==> config.mk <==
export PLATFORM = sky130hd
export DESIGN_NAME = tablet_poll_controller_unit
export DESIGN_NICKNAME = d
export VERILOG_FILES = /design/src/hdl/tpc_pkg.sv /design/src/hdl/tpc_cfg.sv /design/src/hdl/tpc_core.sv /design/src/hdl/tpc_burst.sv /design/src/hdl/tablet_poll_controller_unit.sv
export SDC_FILE = /design/constraint.sdc
export NUM_CORES = 1
export LEC_CHECK = 0
export BUFFER_PORTS_ARGS = -buffer_cell sky130_fd_sc_hd__buf_2
export CORE_MARGIN = 3
export CORE_UTILIZATION = 55
export CTS_CLUSTER_DIAMETER = 50
export DETAILED_ROUTE_END_ITERATION = 10
export PLACE_DENSITY = 0.9
export SYNTH_ARGS = -nofsm -noshare
export SYNTH_HDL_FRONTEND = slang
export SYNTH_SLANG_ARGS = --single-unit
==> constraint.sdc <==
create_clock -name clk -period 21.2 [get_ports clk]
set_clock_uncertainty 0.2 [all_clocks]
set_input_delay 1.06 -clock clk [delete_from_list [all_inputs] [get_ports clk]]
set_output_delay 1.06 -clock clk [all_outputs]
set_load 0.03 [all_outputs]
==> src/hdl/tpc_pkg.sv <==
// -----------------------------------------------------------------------------
// tpc_pkg
// Shared types and constants for the tablet poll controller.
// -----------------------------------------------------------------------------
`default_nettype none

package tpc_pkg;

	localparam int unsigned FRAME_BYTES = 5;
	localparam int unsigned TICK_W      = 17;
	localparam int unsigned BURST_MAX   = 3;

	// Request codes carried on the input tuser
	typedef enum logic [2:0] {
		REQ_START = 3'd0,
		REQ_POLL  = 3'd1,
		REQ_BYTE  = 3'd2,
		REQ_TICK  = 3'd3,
		REQ_LERR  = 3'd4,
		REQ_STOP  = 3'd5
	} req_t;

	// Result kinds carried on the output tuser
	typedef enum logic [1:0] {
		KIND_TX     = 2'd0,
		KIND_REPORT = 2'd1,
		KIND_LERR   = 2'd2
	} kind_t;

	// Tablet command bytes
	localparam logic [7:0] CMD_RESET   = 8'h20;
	localparam logic [7:0] CMD_ZERO    = 8'h00;
	localparam logic [7:0] CMD_SETUP_A = 8'h44;
	localparam logic [7:0] CMD_SETUP_B = 8'h62;
	localparam logic [7:0] CMD_SETUP_C = 8'h11;
	localparam logic [7:0] CMD_POLL    = 8'h50;
	localparam logic [7:0] CMD_STOP    = 8'h13;
	localparam logic [7:0] SYNC_MASK   = 8'h80;
	localparam logic [1:0] BTN_MASK    = 2'h3;

	// Register map (word index)
	typedef enum logic [1:0] {
		REG_PUCK     = 2'd0,
		REG_TO_BASE  = 2'd1,
		REG_TO_BYTE  = 2'd2,
		REG_SETTLE   = 2'd3
	} reg_idx_t;

	localparam logic [15:0] TO_BASE_RST = 16'd500;
	localparam logic [7:0]  TO_BYTE_RST = 8'd10;
	localparam logic [7:0]  SETTLE_RST  = 8'd15;

	typedef struct packed {
		logic        puck_mode;
		logic [15:0] timeout_base_ms;
		logic [7:0]  timeout_per_byte_ms;
		logic [7:0]  settle_ms;
	} cfg_t;

	typedef struct packed {
		kind_t       kind;
		logic [7:0]  tx_byte;
		logic [1:0]  buttons;
		logic [15:0] pos_x;
		logic [15:0] pos_y;
	} result_t;

	typedef struct packed {
		logic [1:0]              cnt;
		result_t [BURST_MAX-1:0] res;
	} burst_t;

	function automatic result_t tx_result(input logic [7:0] b);
		result_t r;
		r         = '0;
		r.kind    = KIND_TX;
		r.tx_byte = b;
		return r;
	endfunction

endpackage

`default_nettype wire

==> src/hdl/tpc_cfg.sv <==
// -----------------------------------------------------------------------------
// tpc_cfg
// Configuration register bank on a simple APB slave port.
// -----------------------------------------------------------------------------
`default_nettype none

module tpc_cfg (
	input  wire                 clk,
	input  wire                 arst_n,
	input  wire                 psel,
	input  wire                 penable,
	input  wire                 pwrite,
	input  wire  [3:0]          paddr,
	input  wire  [31:0]         pwdata,
	output logic [31:0]         prdata,
	output logic                pready,
	output tpc_pkg::cfg_t       cfg
);
	import tpc_pkg::*;

	cfg_t     cfg_q;
	reg_idx_t idx;
	logic     wr;

	assign idx    = reg_idx_t'(paddr[3:2]);
	assign wr     = psel & penable & pwrite & pready;
	assign pready = 1'b1;
	assign cfg    = cfg_q;

	always_ff @(posedge clk or negedge arst_n) begin
		if (!arst_n) begin
			cfg_q.puck_mode           <= 1'b0;
			cfg_q.timeout_base_ms     <= TO_BASE_RST;
			cfg_q.timeout_per_byte_ms <= TO_BYTE_RST;
			cfg_q.settle_ms           <= SETTLE_RST;
		end else if (wr) begin
			unique case (idx)
				REG_PUCK:    cfg_q.puck_mode           <= pwdata[0];
				REG_TO_BASE: cfg_q.timeout_base_ms     <= pwdata[15:0];
				REG_TO_BYTE: cfg_q.timeout_per_byte_ms <= pwdata[7:0];
				REG_SETTLE:  cfg_q.settle_ms           <= pwdata[7:0];
				default: ;
			endcase
		end
	end

	always_comb begin
		prdata = '0;
		unique case (idx)
			REG_PUCK:    prdata = {31'd0, cfg_q.puck_mode};
			REG_TO_BASE: prdata = {16'd0, cfg_q.timeout_base_ms};
			REG_TO_BYTE: prdata = {24'd0, cfg_q.timeout_per_byte_ms};
			REG_SETTLE:  prdata = {24'd0, cfg_q.settle_ms};
			default:     prdata = '0;
		endcase
	end

endmodule

`default_nettype wire

==> src/hdl/tpc_core.sv <==
// -----------------------------------------------------------------------------
// tpc_core
// Protocol state and per-event logic; builds the result burst for one event.
// -----------------------------------------------------------------------------
`default_nettype none

module tpc_core (
	input  wire                 clk,
	input  wire                 arst_n,
	input  wire                 commit,
	input  wire  [2:0]          req_type,
	input  wire  [7:0]          rx_byte,
	input  tpc_pkg::cfg_t       cfg,
	output tpc_pkg::burst_t     burst
);
	import tpc_pkg::*;

	typedef enum logic [4:0] {
		PH_CLOSED  = 5'b00001,
		PH_SETTLE1 = 5'b00010,
		PH_SETTLE2 = 5'b00100,
		PH_IDLE    = 5'b01000,
		PH_WAIT    = 5'b10000
	} phase_t;

	localparam logic [TICK_W-1:0] TICK_MAX = '1;

	phase_t            phase_q, phase_d;
	logic [2:0]        nrx_q, nrx_d;
	logic [7:0]        frame_q [4];
	logic [TICK_W-1:0] tick_q, tick_d;
	logic              open_q, open_d;

	logic [TICK_W-1:0] tick_inc;
	logic [TICK_W-1:0] limit;
	logic              store_en;
	logic [1:0]        mb;
	result_t           rpt;

	assign tick_inc = (tick_q == TICK_MAX) ? tick_q : tick_q + 1'b1;
	assign limit    = {1'b0, cfg.timeout_base_ms}
	                + TICK_W'(FRAME_BYTES) * {9'd0, cfg.timeout_per_byte_ms};

	// Position report from the four held bytes and the closing byte
	always_comb begin
		mb          = frame_q[0][1:0] & BTN_MASK;
		rpt         = '0;
		rpt.kind    = KIND_REPORT;
		rpt.buttons = cfg.puck_mode ? {mb[0], mb[1]} : mb;
		rpt.pos_x   = {8'd0, frame_q[1]} + {1'b0, frame_q[2], 7'd0};
		rpt.pos_y   = {8'd0, frame_q[3]} + {1'b0, rx_byte, 7'd0};
	end

	always_comb begin
		phase_d   = phase_q;
		nrx_d     = nrx_q;
		tick_d    = tick_q;
		open_d    = open_q;
		store_en  = 1'b0;
		burst     = '0;
		case (req_type)
			REQ_START: begin
				open_d       = 1'b1;
				burst.cnt    = 2'd2;
				burst.res[0] = tx_result(CMD_RESET);
				burst.res[1] = tx_result(CMD_ZERO);
				phase_d      = PH_SETTLE1;
				tick_d       = '0;
				nrx_d        = '0;
			end
			REQ_POLL: begin
				if (phase_q == PH_IDLE) begin
					burst.cnt    = 2'd1;
					burst.res[0] = tx_result(CMD_POLL);
					phase_d      = PH_WAIT;
					nrx_d        = '0;
					tick_d       = '0;
				end
			end
			REQ_BYTE: begin
				if (phase_q == PH_WAIT) begin
					if (nrx_q < 3'(FRAME_BYTES - 1)) begin
						store_en = 1'b1;
						nrx_d    = nrx_q + 3'd1;
					end else if ((frame_q[0] & SYNC_MASK) != 8'd0) begin
						burst.cnt    = 2'd1;
						burst.res[0] = rpt;
						phase_d      = PH_IDLE;
						nrx_d        = '0;
					end else begin
						// bad sync byte: restart setup
						burst.cnt    = 2'd2;
						burst.res[0] = tx_result(CMD_RESET);
						burst.res[1] = tx_result(CMD_ZERO);
						phase_d      = PH_SETTLE1;
						tick_d       = '0;
						nrx_d        = '0;
					end
				end
			end
			REQ_TICK: begin
				if (phase_q == PH_SETTLE1 || phase_q == PH_SETTLE2) begin
					tick_d = tick_inc;
					if (tick_inc >= {9'd0, cfg.settle_ms}) begin
						tick_d = '0;
						if (phase_q == PH_SETTLE1) begin
							burst.cnt    = 2'd3;
							burst.res[0] = tx_result(CMD_SETUP_A);
							burst.res[1] = tx_result(CMD_SETUP_B);
							burst.res[2] = tx_result(CMD_SETUP_C);
							phase_d      = PH_SETTLE2;
						end else begin
							phase_d = PH_IDLE;
						end
					end
				end else if (phase_q == PH_WAIT) begin
					tick_d = tick_inc;
					if (tick_inc > limit) begin
						burst.cnt    = 2'd2;
						burst.res[0] = tx_result(CMD_RESET);
						burst.res[1] = tx_result(CMD_ZERO);
						phase_d      = PH_SETTLE1;
						tick_d       = '0;
						nrx_d        = '0;
					end
				end
			end
			REQ_LERR: begin
				burst.cnt         = 2'd1;
				burst.res[0]      = '0;
				burst.res[0].kind = KIND_LERR;
				if (phase_q == PH_WAIT) begin
					phase_d = PH_IDLE;
					nrx_d   = '0;
					tick_d  = '0;
				end
			end
			REQ_STOP: begin
				if (open_q) begin
					burst.cnt    = 2'd1;
					burst.res[0] = tx_result(CMD_STOP);
					open_d       = 1'b0;
					phase_d      = PH_CLOSED;
					nrx_d        = '0;
					tick_d       = '0;
				end
			end
			default: ;
		endcase
	end

	always_ff @(posedge clk or negedge arst_n) begin
		if (!arst_n) begin
			phase_q <= PH_CLOSED;
			nrx_q   <= '0;
			tick_q  <= '0;
			open_q  <= 1'b0;
		end else if (commit) begin
			phase_q <= phase_d;
			nrx_q   <= nrx_d;
			tick_q  <= tick_d;
			open_q  <= open_d;
		end
	end

	// Reply bytes; always written before being read
	always_ff @(posedge clk) begin
		if (commit && store_en) begin
			frame_q[nrx_q[1:0]] <= rx_byte;
		end
	end

endmodule

`default_nettype wire

==> src/hdl/tpc_burst.sv <==
// -----------------------------------------------------------------------------
// tpc_burst
// Result register: holds the results of one event and drains one per transfer.
// -----------------------------------------------------------------------------
`default_nettype none

module tpc_burst (
	input  wire                 clk,
	input  wire                 arst_n,
	input  wire                 load,
	input  tpc_pkg::burst_t     burst,
	output logic                free,
	output logic                m_tvalid,
	input  wire                 m_tready,
	output tpc_pkg::result_t    res,
	output logic                res_last
);
	import tpc_pkg::*;

	result_t [BURST_MAX-1:0] slot_q;
	logic [1:0]              cnt_q;
	logic [1:0]              ptr_q;
	logic                    xfer;

	assign m_tvalid = (cnt_q != 2'd0);
	assign res_last = (ptr_q == cnt_q - 2'd1);
	assign xfer     = m_tvalid & m_tready;
	assign free     = !m_tvalid || (xfer && res_last);
	assign res      = slot_q[ptr_q];

	always_ff @(posedge clk or negedge arst_n) begin
		if (!arst_n) begin
			cnt_q <= '0;
			ptr_q <= '0;
		end else if (load) begin
			cnt_q <= burst.cnt;
			ptr_q <= '0;
		end else if (xfer) begin
			if (res_last) begin
				cnt_q <= '0;
				ptr_q <= '0;
			end else begin
				ptr_q <= ptr_q + 2'd1;
			end
		end
	end

	always_ff @(posedge clk) begin
		if (load) begin
			slot_q <= burst.res;
		end
	end

endmodule

`default_nettype wire

==> src/hdl/tablet_poll_controller_unit.sv <==
// -----------------------------------------------------------------------------
// tablet_poll_controller_unit
// Host controller for a serial pointing tablet: setup, polling, reply framing.
// -----------------------------------------------------------------------------
// Path: an event lands in the input register at its transfer and its results
//   load into the result register once the result register is free; results then
//   leave one a cycle while m_tready is high.
// Throughput: one event per cycle while each causes at most one result and
//   m_tready is high; an event with two or three results holds the next event
//   that causes results until the result register has drained.
// Reset: arst_n clears the protocol state to closed, empties both registers
//   and loads the configuration defaults.
// -----------------------------------------------------------------------------
`default_nettype none

module tablet_poll_controller_unit (
	input  wire         clk,
	input  wire         arst_n,
	// event stream
	input  wire         s_tvalid,
	output logic        s_tready,
	input  wire  [7:0]  s_tdata,   // [7:0] rx_byte
	input  wire  [2:0]  s_tuser,   // [2:0] req_type
	// result stream
	output logic        m_tvalid,
	input  wire         m_tready,
	output logic [47:0] m_tdata,   // [7:0] tx_byte, [9:8] buttons, [25:10] pos_x,
	                               // [41:26] pos_y, [47:42] zero
	output logic [1:0]  m_tuser,   // [1:0] kind
	output logic        m_tlast,
	// configuration
	input  wire         psel,
	input  wire         penable,
	input  wire         pwrite,
	input  wire  [3:0]  paddr,
	input  wire  [31:0] pwdata,
	output logic [31:0] prdata,
	output logic        pready
);
	import tpc_pkg::*;

	cfg_t    cfg;
	burst_t  burst;
	result_t res;
	logic    free;
	logic    commit;

	// Input register stage
	logic       valid_s1;
	logic [2:0] req_s1;
	logic [7:0] rx_s1;

	tpc_cfg u_cfg (
		.clk     (clk),
		.arst_n  (arst_n),
		.psel    (psel),
		.penable (penable),
		.pwrite  (pwrite),
		.paddr   (paddr),
		.pwdata  (pwdata),
		.prdata  (prdata),
		.pready  (pready),
		.cfg     (cfg)
	);

	// An event with no results never waits on the output side; one with
	// results advances once the result register is empty or emptying.
	assign commit   = valid_s1 && (free || burst.cnt == 2'd0);
	assign s_tready = !valid_s1 || commit;

	always_ff @(posedge clk or negedge arst_n) begin
		if (!arst_n) begin
			valid_s1 <= 1'b0;
		end else if (s_tready) begin
			valid_s1 <= s_tvalid;
		end
	end

	// Hold the payload until the stage advances
	always_ff @(posedge clk) begin
		if (s_tvalid && s_tready) begin
			req_s1 <= s_tuser;
			rx_s1  <= s_tdata;
		end
	end

	tpc_core u_core (
		.clk      (clk),
		.arst_n   (arst_n),
		.commit   (commit),
		.req_type (req_s1),
		.rx_byte  (rx_s1),
		.cfg      (cfg),
		.burst    (burst)
	);

	tpc_burst u_burst (
		.clk      (clk),
		.arst_n   (arst_n),
		.load     (commit && burst.cnt != 2'd0),
		.burst    (burst),
		.free     (free),
		.m_tvalid (m_tvalid),
		.m_tready (m_tready),
		.res      (res),
		.res_last (m_tlast)
	);

	assign m_tuser = res.kind;
	assign m_tdata = {6'd0, res.pos_y, res.pos_x, res.buttons, res.tx_byte};

endmodule

`default_nettype wire

After elaboration in Yosys (flattened, before gate mapping)
Memories as Yosys holds them, arrays and structs flattened.
Index checks and enable logic that the tools add are counted.
- memory bits (writable): 32
- memories kept: 1
- output and inout bits: 86
- input bits: 54
- register bits: 207
- memory list (memory ; words ; bits a word ; rd ports ; clocked after Yosys merged registers in ; write ports ; line ; RTL):
    u_core.frame_q ; 4 ; 8 ; 4 ; 0 ; 1 ; tpc_core.sv:30 ; logic [7:0] frame_q [4];
- reductions and logical operators: 30
- equal/unequal tests: 26
- bitwise gates (word level): 3
- add/sub/neg operators: 7
- multiply operators: 1
- order comparisons: 4
- mux-type cells: 70
- operator list (cell ; count):
    134-bit 2-to-1 mux ; 2
    88-bit 2-to-1 mux ; 3
    44-bit case mux with 6 select lines ; 1
    17-bit 2-to-1 mux ; 11
    32-bit case mux with 4 select lines ; 1
    17-bit case mux with 6 select lines ; 1
    44-bit binary-select mux with 2-bit select ; 1
    44-bit 2-to-1 mux ; 2
    44-bit case mux with 2 select lines ; 1
    5-bit 2-to-1 mux ; 9
    43-bit 2-to-1 mux ; 1
    41-bit 2-to-1 mux ; 1
    40-bit 2-to-1 mux ; 1
    39-bit 2-to-1 mux ; 1
    8-bit by 15-bit adder with 16-bit output ; 2
    5-bit case mux with 6 select lines ; 1
    2-bit 2-to-1 mux ; 13
    3-bit 2-to-1 mux ; 8
    3-bit case mux with 6 select lines ; 1
    9-bit AND reduction ; 2
    16-bit by 11-bit adder with 17-bit output ; 1
    17-bit by 1-bit adder with 17-bit output (second input constant) ; 1
    17-bit == test (second input constant) ; 1
    17-bit by 8-bit >= comparator with 1-bit output ; 1
    other kinds (36) ; 74

Logic depth before layout (Yosys ltp)
- depth in word-level cells: 13
- mapped depth: 25
- depth with buffers taken out: 23

Modules after synthesis
From an unflattened synthesis, not the netlist that was laid out.
- cell total of the unflattened synthesis: 1083
- area, all modules: 12737.2 um^2
- by module, submodules not included (module ; times used ; area each (um^2) ; cells an instance ; sequential area each (um^2)):
    tpc_core ; 1 ; 5357.6 ; 632 ; 1462.7
    tpc_burst ; 1 ; 5222.5 ; 305 ; 4063.9
    tpc_cfg ; 1 ; 1707.9 ; 121 ; 840.8
    tablet_poll_controller_unit ; 1 ; 449.2 ; 25 ; 355.3

Worst setup path after synthesis
Ideal clock, no wire load.
- path type: reg2reg
- start: reg u_cfg.cfg_q (netlist bit u_cfg.cfg[9])
- end: reg u_burst.slot_q[0] in the netlist's numbering (enable)
- path buffers: 0
- required time: 20554 ps
- path slack: 13754 ps
- clock period less this slack: 7446 ps
- arrival time: 6799 ps
- library setup time: 446 ps
- stages on the path, launching flop included: 20
- cell sequence: dfstp_2 -> ha_1 -> fa_1 -> ha_1 -> nor2b_1 -> o21ai_0 -> a21boi_0 -> o21ai_0 -> a21boi_0 -> o21a_1 -> o21ai_0 -> or4b_2 -> o311a_1 -> ha_1 -> nand4_1 -> a2111oi_0 -> nor4_1 -> o41ai_2 -> nor3_1 -> nor2_1
- cells in the longest elaborated chain, start to end: 11
- ends and longest elaborated chain (element ; line ; RTL):
    start: declaration ; tpc_cfg.sv:21 ; cfg_t cfg_q;
    3-bit by 8-bit multiplier with 11-bit output (*) ; tpc_core.sv:42 ; + TICK_W'(FRAME_BYTES) * {9'd0, cfg.timeout_per_byte_ms};
    16-bit by 11-bit adder with 17-bit output (*) ; tpc_core.sv:42 ;
    17-bit > comparator (*) ; tpc_core.sv:118 ; if (tick_inc > limit) begin
    2-bit 2-to-1 mux (*) ; tpc_core.sv:118 ;
    2-bit 2-to-1 mux (*) ; tpc_core.sv:116 ; end else if (phase_q == PH_WAIT) begin
    2-bit 2-to-1 mux (*) ; tpc_core.sv:102 ; if (phase_q == PH_SETTLE1 || phase_q == PH_SETTLE2) begin
    2-bit case mux with 6 select lines (*) ; tpc_core.sv:61 ; case (req_type)
    2-bit logical NOT ; tablet_poll_controller_unit.sv:68 ; assign commit = valid_s1 && (free || burst.cnt == 2'd0);
    1-bit logical OR ; tablet_poll_controller_unit.sv:68 ;
    1-bit logical AND ; tablet_poll_controller_unit.sv:68 ;
    1-bit logical AND (*) ; tablet_poll_controller_unit.sv:100 ; .load (commit && burst.cnt != 2'd0),
    end signal: assignment ; tpc_burst.sv:50 ; slot_q <= burst.res;
    end: declaration ; tpc_burst.sv:20 ; result_t [BURST_MAX-1:0] slot_q;
Mark *: on every way between the ends. The rest lies on a longest branch, timed or not.
A chain may end at the register's enable or synchronous reset.

Worst setup path in the final report
- start: reg u_cfg.cfg_q (netlist bit u_cfg.cfg[9])
- end: out s_tready
- cells in the longest elaborated chain, start to end: 11
- ends and longest elaborated chain (element ; line ; RTL):
    3-bit by 8-bit multiplier with 11-bit output ; tpc_core.sv:42 ;
    16-bit by 11-bit adder with 17-bit output ; tpc_core.sv:42 ;
    17-bit > comparator ; tpc_core.sv:118 ;
    2-bit 2-to-1 mux ; tpc_core.sv:118 ;
    2-bit 2-to-1 mux ; tpc_core.sv:116 ;
    2-bit 2-to-1 mux ; tpc_core.sv:102 ;
    2-bit case mux with 6 select lines ; tpc_core.sv:61 ;
    2-bit logical NOT ; tablet_poll_controller_unit.sv:68 ;
    1-bit logical OR ; tablet_poll_controller_unit.sv:68 ;
    1-bit logical AND ; tablet_poll_controller_unit.sv:68 ;
    1-bit logical OR ; tablet_poll_controller_unit.sv:69 ; assign s_tready = !valid_s1 || commit;
    end: declaration ; tablet_poll_controller_unit.sv:21 ; output logic s_tready,
Every way passes these cells.

==> impl_metrics.toml <==
[timing]
maxSlewHeadroom_pct = 19.48
fin_setup_tns_ns = 0
setup_viol = 0
fin_crit_sh_pct = 38.35
final_hold_viol_count = 0
max_freq_ghz = 0.1230
whs_ns = 0.2886
fin_crit_ns = 8.130
worst_pin_slew_ns = 1.205
rsz0062_at_grt = "no"
maxSlewViolCount = 0

[routing]
route.detailed.drc = 0
drt_iter0_markers = 503
ant_nets = 0
via_count = 6646
vias_per_cell = 5.789
drt_pass1_iterations = 5
wl_per_cell_um = 16.57
routed_wl_um = 19020

[setup_path]
r2r_start = "u_cfg.cfg[9]"
r2r-end = "u_core.frame_q[3][3]"
rrSetupSlack_ns = 13.28
endpoint = "s_tready"
crit_path_end_kind = "primary output"
crit_type = "flip-flop to primary output"
critPathRequiredTime_ns = 19.94
r2r_cells = 21
crit_start = "u_cfg.cfg[9]"
critPathArrivalTime_ns = 6.87
critPathLaunchType = "flip-flop"
cp_max_fo = 8

[worst_hold_path]
hp-class = "flip-flop to flip-flop"
hold_depth = 2

[finish]
drive_gt1_share_pct = 20.17
final_util_pct = 64.13
num_antenna_cells = 0
fin_nets = 1040
area_growth_pct = 12.98
fill_cells = 1143

[die]
die_h_um = 132.0
io_pins = 140
coreArea_sq_um = 15370
die_x_um = 132.0
start_util_pct = 56.76
rows = 45
dieArea_sq_um = 17410

[synthesis]
synth_top_area_share_pct = 27.88
ys_ff_latch = 145
yosysTopAreaCell = "edfxtp_1"
async_flop_share_pct = 44.14
synth_top_cells_by_count = "edfxtp_1, and2_1, inv_1"
synth_edf_count = 81
synth_most_common_cell = "edfxtp_1"
synth_cell_type_count = 66
synth_ff_type = "edfxtp_1"
synth_area_leaders = "edfxtp_1, dfrtp_1, ha_1"
seq_area_frac_synth_pct = 46.42
syn_inst = 838
syn_area_per_cell_sq_um = 10.41
synth_area_sq_um = 8725
yosys_warnings = 0

[grt]
grt_overflow = 0
antenna_found_initial = 0
grt_first_pass_wirelength_um = 31520
grt_max_degree = 65
grt_usage_pct = 22.11
first_global_vias = 6465

[clock_network]
clockBufferDepth = 2
cts.repair.resized = 0
cts_setup_buffers = 0
postCtsHoldBufs = 0
root_buffer = "clkbuf_16"
clkSlewWorstSetupHoldPaths_ns = 0.06
cts_tree = "built"
clk_latency_ns = 0.43
cts_max_level = 4
cts.sinks = 145
cts_buffers = 17

[pwr]
p_leak_nw = 4.272
power_density_nw_per_um2 = 115.6
irDropWorstVdd_mv = 0.08752

[placed_design]
dpl.hpwl_um = 13620
portBuffers = 96
gp_congestion = 0.9619

[outcome]
status = "complete, no violations"

[job]
drv_cap = 0
-- logic make-up (layout without fill, tap and decap cells) --
group           after synthesis  in the layout  synth area share, %
simple gates                290            290                17.95
compound gates              151            151                11.21
flops                       145            145                46.42
buf+inv                     112            188                5.952
fa+ha+maj                    62             62                9.494
mux                          44             44                5.665
xor+xnor                     32             32                3.212
other cells                   2             25              0.08608
-- state kept, by name, indices dropped and copies added, names as in the netlist --
| name | flops |
|---|---|
| u_core.phase_q | 5 |
| u_core.frame_q | 27 |
| valid_s1 | 1 |
| u_burst.ptr_q | 2 |
| u_core.open_q | 1 |
| req_s1 | 3 |
| u_core.tick_q | 17 |
| u_cfg.cfg | 33 |
| u_burst.slot_q | 43 |
| u_core.nrx_q | 3 |
| u_burst.cnt_q | 2 |
| rx_s1 | 8 |
-- metal layers --
| layer | up-vias | global-route usage, % | share of wire (%) |
|---|---|---|---|
| met5 | - | 0 | 0 |
| met4 | 0 | 7.060 | 1.8 |
| met2 | 299 | 37.71 | 49 |
| met3 | 39 | 4.580 | 7.2 |
| li1 | 3118 | - | - |
| met1 | 3190 | 28.40 | 42 |
-- worst max-delay path, stage by stage, from the launching register on --
cell,delay (ns)
dfstp_2,0.57
ha_1,0.26
fa_1,0.46
ha_1,0.34
nor2b_1,0.14
o21ai_0,0.23
a21boi_0,0.13
o21ai_0,0.26
a21boi_0,0.16
o21a_1,0.20
o21ai_0,0.23
or4b_2,0.61
o311a_1,0.16
ha_1,0.32
nand4_1,0.19
o21bai_1,0.10
o21ba_2,0.20
nor4_1,0.66
o41ai_2,0.31
nor3_1,0.48
nand3b_1,0.20
buf_2,0.21
-- power breakdown --
| part | switching [mW] | internal (mW) | leakage, nW |
|---|---|---|---|
| clock network | 0.124 | 0.165 | 0.282 |
| logic | 0.296 | 0.175 | 2.43 |
| registers | 0.0368 | 0.342 | 1.56 |
-- how the worst min path moves through the flow --
stage                            from                end  slack (ns)
CTS                 u_core.phase_q[0]  u_core.phase_q[0]        0.29
global placement    u_core.phase_q[0]  u_core.phase_q[0]        0.28
global route        u_core.phase_q[0]  u_core.phase_q[0]        0.32
finish              u_core.phase_q[0]  u_core.phase_q[0]        0.29
floorplan           u_core.phase_q[0]  u_core.phase_q[0]        0.26
detailed placement  u_core.phase_q[0]  u_core.phase_q[0]        0.28
-- layout by cell type (no fill, tap or decap), types with 9 or more instances in the layout --
cell type	synthesis	layout
a21oi_1	28	28
a22o_1	9	9
and2_1	72	72
buf_2	4	96
clkbuf_16	0	17
conb_1	2	25
dfrtp_1	51	51
dfstp_2	13	13
edfxtp_1	81	81
ha_1	55	55
inv_1	57	57
mux2_2	33	33
mux2i_1	10	10
nand2_1	56	56
nand2b_1	13	13
nand3_1	20	20
nand4_1	19	19
nor2_1	45	44
nor3_1	21	21
o21ai_0	53	53
o31ai_1	10	10
xnor2_1	21	21
xor2_1	11	11
-- stage by stage --
| stage | setup WS, ns | instances | power [mW] | instance area (sq um) |
|---|---|---|---|---|
| 3_3_place_gp | 13.62 | 1116 | 0.8249 | 9285 |
| 5_1_grt | 12.71 | 1148 | 1.210 | 9857 |
| 2_1_floorplan | 13.75 | 861 | 0.7332 | 8811 |
| 4_1_cts | 13.21 | 1148 | 1.143 | 9857 |
| 6_report | 13.07 | 1148 | 1.139 | 9857 |
| 3_5_place_dp | 13.53 | 1116 | 0.8488 | 9285 |
-- final cells by class --
| type | count | area (sq um) | area share, % |
|---|---|---|---|
| Multi-Input combinational cell | 604 | 4254 | 43.16 |
| Inverter | 57 | 214.0 | 2.171 |
| Tap cell | 211 | 264.0 | 2.678 |
| Clock buffer | 18 | 429.2 | 4.354 |
| Clock inverter | 14 | 142.6 | 1.447 |
| Timing Repair Buffer | 99 | 503.0 | 5.103 |
| Sequential cell | 145 | 4050 | 41.09 |
(Power assumes the default switching activity.)
